### config.mk
export PLATFORM = sky130hd
export DESIGN_NAME = mac_with_operand_statistics
export DESIGN_NICKNAME = d
export VERILOG_FILES = /design/src/mws_pkg.sv /design/src/mws_front.sv /design/src/mws_queue.sv /design/src/mws_div.sv /design/src/mws_back.sv /design/src/mac_with_operand_statistics.sv
export SDC_FILE = /design/constraint.sdc
export NUM_CORES = 2
export LEC_CHECK = 0
export ABC_CLOCK_PERIOD_IN_PS = 17900
export BUFFER_PORTS_ARGS = -buffer_cell sky130_fd_sc_hd__clkbuf_2
export CORE_MARGIN = 5
export CORE_UTILIZATION = 55
export CTS_BUF_LIST = sky130_fd_sc_hd__clkbuf_4 sky130_fd_sc_hd__clkbuf_8
export CTS_CLUSTER_SIZE = 16
export DETAILED_ROUTE_END_ITERATION = 10
export PLACE_DENSITY = 0.72
export SLEW_MARGIN = 5
export SYNTH_ARGS = -nofsm -noshare
export SYNTH_HDL_FRONTEND = slang
export SYNTH_SLANG_ARGS = --single-unit
### constraint.sdc
create_clock -name clk -period 17.9 [get_ports clk]
set_input_delay 1.79 -clock clk [delete_from_list [all_inputs] [get_ports clk]]
set_output_delay 1.79 -clock clk [all_outputs]
set_load 0.02 [all_outputs]
### src/mws_pkg.sv
// ----------------------------------------------------------------------------
// mws_pkg: shared types and constants
// Word widths, the statistics record that travels from the front end through
// the queue to the back end, and the back-end state encoding.
// ----------------------------------------------------------------------------
package mws_pkg;

  localparam int WORD_W = 32;
  localparam int ACC_W  = 64;

  localparam logic [WORD_W-1:0] MAX_WORD = 32'hFFFF_FFFF;

  // snapshot of all running statistics after one transaction
  typedef struct packed {
    logic [ACC_W-1:0]  acc;
    logic [WORD_W-1:0] min_a;
    logic [WORD_W-1:0] max_a;
    logic [WORD_W-1:0] min_b;
    logic [WORD_W-1:0] max_b;
    logic [WORD_W-1:0] sum_a;
    logic [WORD_W-1:0] sum_b;
    logic [WORD_W-1:0] count;
  } stats_t;

  typedef enum logic [1:0] {
    S_IDLE,
    S_DIV,
    S_DONE
  } back_state_t;

endpackage

### src/mws_front.sv
// ----------------------------------------------------------------------------
// mws_front: input side
// Accepts operand pairs, updates min/max/sum/count, multiplies the operands
// into a product register and folds the product into the accumulator in the
// next cycle, in which it also pushes a statistics snapshot into the queue.
// ----------------------------------------------------------------------------
module mws_front (
  input  logic                       clk,
  input  logic                       rst,
  input  logic                       in_valid,
  output logic                       in_ready,
  input  logic [mws_pkg::WORD_W-1:0] first_operand,
  input  logic [mws_pkg::WORD_W-1:0] second_operand,
  input  logic                       q_full,
  output logic                       push,
  output mws_pkg::stats_t            push_data
);

  logic [mws_pkg::ACC_W-1:0]  acc;
  logic [mws_pkg::ACC_W-1:0]  prod;
  logic [mws_pkg::ACC_W-1:0]  acc_next;
  logic [mws_pkg::WORD_W-1:0] min_a;
  logic [mws_pkg::WORD_W-1:0] max_a;
  logic [mws_pkg::WORD_W-1:0] min_b;
  logic [mws_pkg::WORD_W-1:0] max_b;
  logic [mws_pkg::WORD_W-1:0] sum_a;
  logic [mws_pkg::WORD_W-1:0] sum_b;
  logic [mws_pkg::WORD_W-1:0] count;
  logic                       pend;
  logic                       accept;

  // one transaction in flight through the product register at a time
  assign in_ready = !pend && !q_full;
  assign accept   = in_valid && in_ready;
  assign acc_next = acc + prod;

  // statistics, accumulator and pending flag
  always_ff @(posedge clk) begin
    if (rst) begin
      acc   <= '0;
      min_a <= mws_pkg::MAX_WORD;
      max_a <= '0;
      min_b <= mws_pkg::MAX_WORD;
      max_b <= '0;
      sum_a <= '0;
      sum_b <= '0;
      count <= '0;
      pend  <= 1'b0;
    end else begin
      if (accept) begin
        if (first_operand < min_a) min_a <= first_operand;
        if (first_operand > max_a) max_a <= first_operand;
        if (second_operand < min_b) min_b <= second_operand;
        if (second_operand > max_b) max_b <= second_operand;
        sum_a <= sum_a + first_operand;
        sum_b <= sum_b + second_operand;
        if (count != mws_pkg::MAX_WORD) count <= count + 1'b1;
        pend  <= 1'b1;
      end else if (pend) begin
        acc  <= acc_next;
        pend <= 1'b0;
      end
    end
  end

  // full-width product, registered before the accumulate
  always_ff @(posedge clk) begin
    if (accept) begin
      prod <= {{mws_pkg::WORD_W{1'b0}}, first_operand} *
              {{mws_pkg::WORD_W{1'b0}}, second_operand};
    end
  end

  // snapshot pushed while the accumulate completes
  assign push = pend;
  always_comb begin
    push_data       = '0;
    push_data.acc   = acc_next;
    push_data.min_a = min_a;
    push_data.max_a = max_a;
    push_data.min_b = min_b;
    push_data.max_b = max_b;
    push_data.sum_a = sum_a;
    push_data.sum_b = sum_b;
    push_data.count = count;
  end

endmodule

### src/mws_queue.sv
// ----------------------------------------------------------------------------
// mws_queue: snapshot queue
// Short first-in first-out buffer between the front and back ends.
// ----------------------------------------------------------------------------
module mws_queue #(
  parameter int DEPTH = 2
) (
  input  logic            clk,
  input  logic            rst,
  input  logic            push,
  input  mws_pkg::stats_t push_data,
  input  logic            pop,
  output mws_pkg::stats_t head,
  output logic            empty,
  output logic            full
);

  localparam int IDX_W = $clog2(DEPTH);
  localparam int CNT_W = $clog2(DEPTH + 1);

  mws_pkg::stats_t  mem [DEPTH];
  logic [IDX_W-1:0] wr_ptr;
  logic [IDX_W-1:0] rd_ptr;
  logic [CNT_W-1:0] fill;

  assign empty = (fill == '0);
  assign full  = (fill == CNT_W'(DEPTH));
  assign head  = mem[rd_ptr];

  // pointers and fill level
  always_ff @(posedge clk) begin
    if (rst) begin
      wr_ptr <= '0;
      rd_ptr <= '0;
      fill   <= '0;
    end else begin
      if (push) begin
        wr_ptr <= (wr_ptr == IDX_W'(DEPTH - 1)) ? '0 : wr_ptr + 1'b1;
      end
      if (pop) begin
        rd_ptr <= (rd_ptr == IDX_W'(DEPTH - 1)) ? '0 : rd_ptr + 1'b1;
      end
      if (push && !pop) begin
        fill <= fill + 1'b1;
      end else if (pop && !push) begin
        fill <= fill - 1'b1;
      end
    end
  end

  // storage
  always_ff @(posedge clk) begin
    if (push) begin
      mem[wr_ptr] <= push_data;
    end
  end

`ifndef NO_ASSERTIONS
  a_no_overflow: assert property (@(posedge clk) disable iff (rst) !(push && full))
    else $error("queue push while full");
  a_no_underflow: assert property (@(posedge clk) disable iff (rst) !(pop && empty))
    else $error("queue pop while empty");
`endif

endmodule

### src/mws_div.sv
// ----------------------------------------------------------------------------
// mws_div: dual restoring divider
// Two 32-bit dividends over one shared divisor, one quotient bit per lane
// per cycle.
// ----------------------------------------------------------------------------
module mws_div (
  input  logic                       clk,
  input  logic                       rst,
  input  logic                       start,
  input  logic [mws_pkg::WORD_W-1:0] dividend_a,
  input  logic [mws_pkg::WORD_W-1:0] dividend_b,
  input  logic [mws_pkg::WORD_W-1:0] divisor,
  output logic                       busy,
  output logic                       done,
  output logic [mws_pkg::WORD_W-1:0] quot_a,
  output logic [mws_pkg::WORD_W-1:0] quot_b
);

  localparam int STEP_W = $clog2(mws_pkg::WORD_W);

  logic [mws_pkg::WORD_W-1:0] rem_a;
  logic [mws_pkg::WORD_W-1:0] rem_b;
  logic [mws_pkg::WORD_W-1:0] dvs;
  logic [STEP_W-1:0]          step;
  logic [mws_pkg::WORD_W:0]   sh_a;
  logic [mws_pkg::WORD_W:0]   sh_b;
  logic [mws_pkg::WORD_W:0]   dvs_x;
  logic                       ge_a;
  logic                       ge_b;
  logic [mws_pkg::WORD_W:0]   rem_a_next;
  logic [mws_pkg::WORD_W:0]   rem_b_next;

  assign done = busy && (step == STEP_W'(mws_pkg::WORD_W - 1));

  // one restoring step per lane
  always_comb begin
    dvs_x      = {1'b0, dvs};
    sh_a       = {rem_a, quot_a[mws_pkg::WORD_W-1]};
    sh_b       = {rem_b, quot_b[mws_pkg::WORD_W-1]};
    ge_a       = (sh_a >= dvs_x);
    ge_b       = (sh_b >= dvs_x);
    rem_a_next = ge_a ? sh_a - dvs_x : sh_a;
    rem_b_next = ge_b ? sh_b - dvs_x : sh_b;
  end

  // control
  always_ff @(posedge clk) begin
    if (rst) begin
      busy <= 1'b0;
      step <= '0;
    end else if (start) begin
      busy <= 1'b1;
      step <= '0;
    end else if (busy) begin
      step <= step + 1'b1;
      if (done) busy <= 1'b0;
    end
  end

  // datapath: quotient shifts in over the dividend
  always_ff @(posedge clk) begin
    if (start) begin
      rem_a  <= '0;
      rem_b  <= '0;
      quot_a <= dividend_a;
      quot_b <= dividend_b;
      dvs    <= divisor;
    end else if (busy) begin
      rem_a  <= rem_a_next[mws_pkg::WORD_W-1:0];
      rem_b  <= rem_b_next[mws_pkg::WORD_W-1:0];
      quot_a <= {quot_a[mws_pkg::WORD_W-2:0], ge_a};
      quot_b <= {quot_b[mws_pkg::WORD_W-2:0], ge_b};
    end
  end

endmodule

### src/mws_back.sv
// ----------------------------------------------------------------------------
// mws_back: output side
// Pops a snapshot, runs both mean divisions and presents the result
// transaction until the receiver takes it.
// ----------------------------------------------------------------------------
module mws_back (
  input  logic                       clk,
  input  logic                       rst,
  input  logic                       q_empty,
  input  mws_pkg::stats_t            q_head,
  output logic                       q_pop,
  output logic                       out_valid,
  input  logic                       out_ready,
  output mws_pkg::stats_t            res,
  output logic [mws_pkg::WORD_W-1:0] mean_a,
  output logic [mws_pkg::WORD_W-1:0] mean_b
);

  mws_pkg::back_state_t state;
  mws_pkg::back_state_t state_next;
  logic                 div_start;
  logic                 div_busy;
  logic                 div_done;

  mws_div u_div (
    .clk        (clk),
    .rst        (rst),
    .start      (div_start),
    .dividend_a (q_head.sum_a),
    .dividend_b (q_head.sum_b),
    .divisor    (q_head.count),
    .busy       (div_busy),
    .done       (div_done),
    .quot_a     (mean_a),
    .quot_b     (mean_b)
  );

  // state register
  always_ff @(posedge clk) begin
    if (rst) begin
      state <= mws_pkg::S_IDLE;
    end else begin
      state <= state_next;
    end
  end

  // next state and outputs
  always_comb begin
    state_next = state;
    q_pop      = 1'b0;
    div_start  = 1'b0;
    out_valid  = 1'b0;
    unique case (state)
      mws_pkg::S_IDLE: begin
        if (!q_empty) begin
          q_pop      = 1'b1;
          div_start  = 1'b1;
          state_next = mws_pkg::S_DIV;
        end
      end
      mws_pkg::S_DIV: begin
        if (div_done) state_next = mws_pkg::S_DONE;
      end
      mws_pkg::S_DONE: begin
        out_valid = 1'b1;
        if (out_ready) state_next = mws_pkg::S_IDLE;
      end
      default: state_next = mws_pkg::S_IDLE;
    endcase
  end

  // hold the snapshot for the result transaction
  always_ff @(posedge clk) begin
    if (q_pop) begin
      res <= q_head;
    end
  end

`ifndef NO_ASSERTIONS
  a_result_after_divide: assert property (@(posedge clk) disable iff (rst)
      (state == mws_pkg::S_DONE) |-> !div_busy)
    else $error("result presented while divider still running");
  a_done_only_dividing: assert property (@(posedge clk) disable iff (rst)
      div_done |-> (state == mws_pkg::S_DIV))
    else $error("divider finished outside the divide state");
`endif

endmodule

### src/mac_with_operand_statistics.sv
// ----------------------------------------------------------------------------
// mac_with_operand_statistics: multiply-accumulate with operand statistics
// Usage:
//   Input channel (in_valid/in_ready) takes an operand pair per transaction.
//   Output channel (out_valid/out_ready) returns one result per transaction:
//   the 64-bit accumulator, min/max of each operand, the mean of each operand
//   and the saturating item count.
//   An accepted pair passes the product register, the accumulate and queue
//   write, the pop that starts the divider and the 32 division steps before
//   output valid rises.
//   The result rate is set by the 32-step radix-2 divider (both means in
//   parallel); the back end pops a snapshot only once the last result is
//   taken. The front end takes a pair once the last is pushed, while the queue
//   (QUEUE_DEPTH entries) has room, so it keeps taking input while a finished
//   result waits for the receiver. When the receiver stalls, the result holds
//   on the outputs and the queue fills, after which in_ready drops.
//   Reset (rst, synchronous): accumulator, sums and count go to zero,
//   minima to all ones, maxima to zero; queue and divider empty.
// ----------------------------------------------------------------------------
module mac_with_operand_statistics #(
  parameter int QUEUE_DEPTH = 2
) (
  input  logic                       clk,
  input  logic                       rst,
  input  logic                       in_valid,
  output logic                       in_ready,
  input  logic [mws_pkg::WORD_W-1:0] first_operand,
  input  logic [mws_pkg::WORD_W-1:0] second_operand,
  output logic                       out_valid,
  input  logic                       out_ready,
  output logic [mws_pkg::ACC_W-1:0]  accumulated_sum,
  output logic [mws_pkg::WORD_W-1:0] smallest_first,
  output logic [mws_pkg::WORD_W-1:0] largest_first,
  output logic [mws_pkg::WORD_W-1:0] smallest_second,
  output logic [mws_pkg::WORD_W-1:0] largest_second,
  output logic [mws_pkg::WORD_W-1:0] mean_first,
  output logic [mws_pkg::WORD_W-1:0] mean_second,
  output logic [mws_pkg::WORD_W-1:0] items_seen
);

  logic            push;
  mws_pkg::stats_t push_data;
  logic            pop;
  mws_pkg::stats_t head;
  logic            q_empty;
  logic            q_full;
  mws_pkg::stats_t res;

  mws_front u_front (
    .clk            (clk),
    .rst            (rst),
    .in_valid       (in_valid),
    .in_ready       (in_ready),
    .first_operand  (first_operand),
    .second_operand (second_operand),
    .q_full         (q_full),
    .push           (push),
    .push_data      (push_data)
  );

  mws_queue #(
    .DEPTH (QUEUE_DEPTH)
  ) u_queue (
    .clk       (clk),
    .rst       (rst),
    .push      (push),
    .push_data (push_data),
    .pop       (pop),
    .head      (head),
    .empty     (q_empty),
    .full      (q_full)
  );

  mws_back u_back (
    .clk       (clk),
    .rst       (rst),
    .q_empty   (q_empty),
    .q_head    (head),
    .q_pop     (pop),
    .out_valid (out_valid),
    .out_ready (out_ready),
    .res       (res),
    .mean_a    (mean_first),
    .mean_b    (mean_second)
  );

  // result fields
  assign accumulated_sum = res.acc;
  assign smallest_first  = res.min_a;
  assign largest_first   = res.max_a;
  assign smallest_second = res.min_b;
  assign largest_second  = res.max_b;
  assign items_seen      = res.count;

endmodule

## Yosys cells after proc, flatten, opt, wreduce, memory -nomap -nowiden

Memory sizes are Yosys's and may differ from the RTL's. A register that Yosys moved wholly into a read port is not among the register bits.
Index checks and enable logic that the tools add are counted.

- Register bits: 717
- RAM bits: 576
- Memories: 1

Memories:

| memory | words | bits a word | read ports | clocked after memory_dff | write ports | line | text |
|---|---|---|---|---|---|---|---|
| u_queue.mem | 2 | 288 | 1 | 1 | 1 | mws_queue.sv:21 | `mws_pkg::stats_t mem [DEPTH];` |

- $add $sub $neg: 11
- Multipliers: 1
- $lt $le $gt $ge: 6
- Eq/ne operators: 8
- Multiplexer cells: 25
- Bitwise gates (word level): 1
- Reduce and logical (&&, ||, !) cells: 20

Operators with widths:

| kind | count |
|---|---|
| 32-bit two-way mux | 6 |
| 33-bit by 32-bit greater-or-equal comparator with 1-bit output | 2 |
| 32-bit adder | 2 |
| 64-bit adder | 1 |
| 32-bit greater-than comparator | 2 |
| 32-bit < comparator | 2 |
| 32-bit by 32-bit multiplier with 64-bit output | 1 |
| 32-bit subtractor | 2 |
| 32-bit by 1-bit adder with 32-bit output, second input constant | 1 |
| 32-bit != test, second input constant | 1 |
| 1-bit two-way mux | 13 |
| 2-bit AND reduction | 6 |
| 2-bit two-way mux | 5 |
| 2-bit case mux with 3 select lines | 1 |
| 5-bit by 1-bit adder with 5-bit output, second input constant | 1 |
| 5-bit == test, second input constant | 1 |
| 1-bit logical AND | 5 |
| 2-bit == test, second input constant | 2 |
| 2-bit logical NOT | 2 |
| 2-bit != test, second input constant | 2 |
| 2-bit nonzero test | 2 |
| 1-bit logical NOT | 3 |
| 3-bit AND reduction | 1 |
| 1-bit adder, second input constant | 2 |
| other kinds (6) | 6 |

## Depth between registers and ports, before layout

- Depth in word-level cells: 6
- Depth in mapped cells: 30
- Mapped depth without buffers: 28

## By module

From an unflattened synthesis, not the netlist that was laid out.

- Cell total of the unflattened synthesis: 8,499
- Area total of the unflattened synthesis: 96,526.3 µm²

Modules (own cells, without submodules):

| module | instances | cells each | area each (µm²) |
|---|---|---|---|
| mws_front | 1 | 6,262 | 55,713.4 |
| mws_queue | 1 | 918 | 21,818.4 |
| mws_div | 1 | 1,022 | 10,254.8 |
| mws_back | 1 | 297 | 8,739.6 |

## Least setup slack after synthesis

OpenSTA, ideal clock, no wires.

- Path kind: register -> register
- Start point: register u_front.pend (netlist: u_front.push)
- End point: memory u_queue.mem[0][0] (netlist bit), enable pin
- Arrival: 13.748 ns
- Path slack: 3.175 ns
- Stages on the path, launching flop included: 5
- Buffers on the path: 3
- Period minus slack after synthesis: 14.725 ns
- Path through: dfxtp_1 > clkbuf_1 > clkbuf_1 > clkbuf_1 > nor2b_1

- Cells in the longest elaborated chain, start to end: 2

Ends and longest elaborated chain:

| element | line | text |
|---|---|---|
| start: declaration | mws_front.sv:29 | `logic pend;` |
| start signal: assignment | mws_front.sv:48 | `pend <= 1'b0;` |
| start signal: assignment | mws_front.sv:58 | `pend <= 1'b1;` |
| start signal: assignment | mws_front.sv:61 | `pend <= 1'b0;` |
| 1-bit two-way mux | mws_queue.sv:53 | `if (push) begin` |
| 1-bit two-way mux (not written as such) | mws_queue.sv:54 | `mem[wr_ptr] <= push_data;` |
| end: declaration | mws_queue.sv:21 |  |

No other way between the ends.

## Worst setup path after layout

- Start point: input second_operand[5] (netlist bit)
- End point: register u_front.prod[61] (netlist bit), data pin

- Cells in the longest elaborated chain, start to end: 1

Ends and longest elaborated chain:

| element | line | text |
|---|---|---|
| start: declaration | mac_with_operand_statistics.sv:28 | `input logic [mws_pkg::WORD_W-1:0] second_operand,` |
| 32-bit by 32-bit multiplier with 64-bit output | mws_front.sv:69 | `prod <= {{mws_pkg::WORD_W{1'b0}}, first_operand} *` |
| end signal: assignment | mws_front.sv:69 |  |
| end: declaration | mws_front.sv:20 | `logic [mws_pkg::ACC_W-1:0] prod;` |

No other way between the ends.
A chain may end at the register's enable or synchronous reset.

==> impl_results.md <==
* Post-layout min period at 10330 ps
* Initial antenna violation count at 15
* Mapped Area at 92000 sq um
* Adder-cell share of the synthesized area at 0.275
* Vias/cell at 5.72
* Yosys Warn Count at 0
* Worst hold path stage count at 0
* Slew Limit Fails at 2
* Async SR Flop Fraction at 0
* Slowest CP cell: a2111oi_0
* CTS Root Buffer Type: clkbuf_8
* Worst reg2reg path depth at 5
* FMAX at 0.0968 GHz
* Crit Path Max Fanout at 37
* HP Start: u_front.sum_a[18]
* Worst-Skew Late Latency at 960 ps
* Post_cts resized at 0
* Setup Buffers After CTS at 0
* Hold Vio Cnt, Final at 0
* Global-route usage over all layers at 0.270
* Tcrit/Tclk final at 0.577
* Post-synthesis cell count at 8490
* IO Pins at 358
* Via count at 63700
* DRC viols at 0
* Hold_buf cts at 0
* Synth Area in Simple Gates at 0.122
* Mapped Nets at 10000
* Fin nets at 10300
* Yosys reg bits at 1294
* CP startpoint kind: input port
* Drt initial violations at 4561
* Slew margin rel. at -0.0320
* Compound-gate portion of the synthesized area at 0.0800
* Worst Hold Class: flop to flop
* Slowest stage delay, CP at 1170 ps
* Setup TNS at 0 ps
* Die W at 419 um
* Worst Tran Pin Value at 1510 ps
* Share of cells above drive strength 1 at 0.123
* P&R area growth vs syn at 9.19%
* Die area at 175000 sq um
* RSZ-0062 raised after global routing: false
* Gp weighted congestion at 0.919
* Core box area at 167000 sq um
* Mux contribution to synthesized area at 0.0535
* Die Ht at 419 um
* R2R Setup Slk at 12670 ps
* Routed length per instance at 21.3 um
* Max-Cap Viols at 1
* Syn avg cell area at 10.8 sq um
* H-Tree Depth at 4
* TritonCTS Sinks at 1294
* Total CTS buffers at 209
* Most frequent cells in the layout: inv_1 (1083), edfxtp_1 (928), fa_1 (901), nand2_1 (817), and2_1 (616)
* Routed Wire Length at 237000 um
* IO Port Bufs at 357
* Violated checks: capacitance limit, slew limit
* Sequential fraction of the synthesis area at 0.383
* Reg clk slew, reported paths at 70 ps
* DP HPWL at 169000 um
* Primary FF master, synth: edfxtp_1
* First-pass GRT wire length at 369000 um
* Post-synth cell types at 84
* Largest family of logic cells by synthesized area: adder cells
* Outcome: finished with violations
* First-pass detailed-route iteration total at 6
* TritonCTS clock tree: built
* ANT nets after route at 0
* XOR/XNOR Fraction of Synth Area at 0.0246
* Crit-path most repeated cell: fa_1
* Pin count of the biggest net entering global routing at 147
* Commonest non-fill, non-tap cell in the layout: inv_1
* EDFF count, synth at 928
* Worst path required time at 18570 ps
* Vias in the first global route at 65700
* R2R Path End: u_queue.mem[0][172]
* Skew final at 70.0 ps
* RR Startpoint: u_front.push
* Critical Path End Type: flop
* Worst hold path endpoint: u_queue.mem[0][82]
* Initial Util at 0.552
* Type of the worst setup path: input port to flop
* Core Rows at 150
* Gr ovfl total at 0
* Clock buffer depth at 3
* Arr. time, crit path at 11000 ps
* Final setup vio count at 0
-- worst max-delay path, delay by kind of cell --
kind	cells	cell delay (ps)
adder cells (fa/ha/maj)	9	4430
AND/OR/NAND/NOR	6	1250
XOR/XNOR	1	140
buffers and inverters	6	970
AO/OA/AOI/OAI	5	2400
-- state kept, by name, indices dropped and copies added (netlist names), 2 cells and up, named ones only --
signal	cells
u_queue.mem	576
u_back.res	192
u_front.acc	64
u_front.prod	64
u_back.u_div.dvs	32
u_back.u_div.quot_a	32
u_back.u_div.quot_b	32
u_back.u_div.rem_a	32
u_back.u_div.rem_b	32
u_front.count	32
u_front.max_a	32
u_front.max_b	32
u_front.min_a	32
u_front.min_b	32
u_front.sum_a	32
u_front.sum_b	32
u_back.u_div.step	5
u_back.state	2
u_queue.fill	2
-- cell families (layout without fill, tap and decap cells) --
| group | count (synthesis) | after routing |
|---|---|---|
| AOI/OAI and AO/OA | 1186 | 1186 |
| xor gates and xnor gates | 258 | 258 |
| adders and majority gates | 1483 | 1483 |
| buffers and inverters | 1500 | 1932 |
| DFF | 1294 | 1294 |
| muxes | 463 | 463 |
| other | 0 | 13 |
| and+or+nand+nor | 2306 | 2306 |
-- stage by stage --
step	setup WS (ps)	hold WS, ps	instance area, sq um	util	cells
final	7570	473	100000	0.602	11100
after global routing	7530	485	100000	0.602	11100
after CTS	8210	452	100000	0.602	11100
after detailed placement	7170	464	95700	0.574	10700
after global placement	7260	447	95700	0.574	10700
after floorplan	3170	422	92000	-	8490
-- metal layers --
| layer | GRT usage | vias to the layer above | share of wire |
|---|---|---|---|
| met3 | 0.0469 | 549 | 0.066 |
| met2 | 0.456 | 2255 | 0.49 |
| met5 | 0 | - | 0 |
| met4 | 0.124 | 0 | 0.048 |
| met1 | 0.341 | 32000 | 0.40 |
| li1 | - | 28800 | - |
-- how the worst max path moves through the flow --
stage / end / slack (ps) / startpoint / depth (start not counted)
final: u_front.prod[61] / 7570 / second_operand[5] / 27
after global routing: u_front.prod[61] / 7530 / second_operand[5] / 27
after CTS: u_front.prod[61] / 8210 / second_operand[5] / 27
after detailed placement: u_front.prod[61] / 7170 / second_operand[5] / 27
after global placement: u_front.prod[61] / 7260 / second_operand[11] / 24
after floorplan: u_queue.mem[0][0] / 3170 / u_front.push / 4
-- cells in the mapped netlist, types with 9 or more instances --
cell type	count	share of area
inv_1	1086	0.044
edfxtp_1	928	0.30
fa_1	901	0.20
nand2_1	818	0.033
and2_1	617	0.042
ha_1	582	0.079
nor2_1	410	0.017
clkbuf_1	373	0.015
a21oi_1	367	0.020
dfxtp_1	366	0.080
o21ai_0	300	0.016
mux2i_1	234	0.025
mux2_2	229	0.028
a21o_1	199	0.016
xnor2_1	155	0.015
nand3_1	110	0.0060
xor2_1	103	0.0098
nand4_1	83	0.0056
nor3_1	57	0.0031
a31oi_1	55	0.0037
nand2b_1	47	0.0032
nor2b_1	43	0.0029
o21bai_1	42	0.0034
a211oi_1	36	0.0029
and3_1	36	0.0024
buf_1	22	0.00090
o211ai_1	22	0.0018
o21a_1	20	0.0016
o31ai_1	17	0.0014
or3_1	16	0.0011
buf_2	14	0.00076
nor4_1	13	0.00088
or2_2	13	0.00088
a221oi_1	12	0.0011
nand3b_1	11	0.00090
and4_1	9	0.00086
-- final cells by class --
type	count	area, sq um
Timing Repair Buffer	448	2520
Inverter	1087	4090
Multi-Input combinational cell	5696	51100
Sequential cell	1294	35200
Antenna cell	13	32.5
Clock buffer	319	3900
Fill cell	13600	66300
Clock inverter	78	748
Tap cell	2204	2760
Power is left out: the tool's default activity adds up to more than one toggle a clock period on the data nets, which glitch-free logic cannot reach.
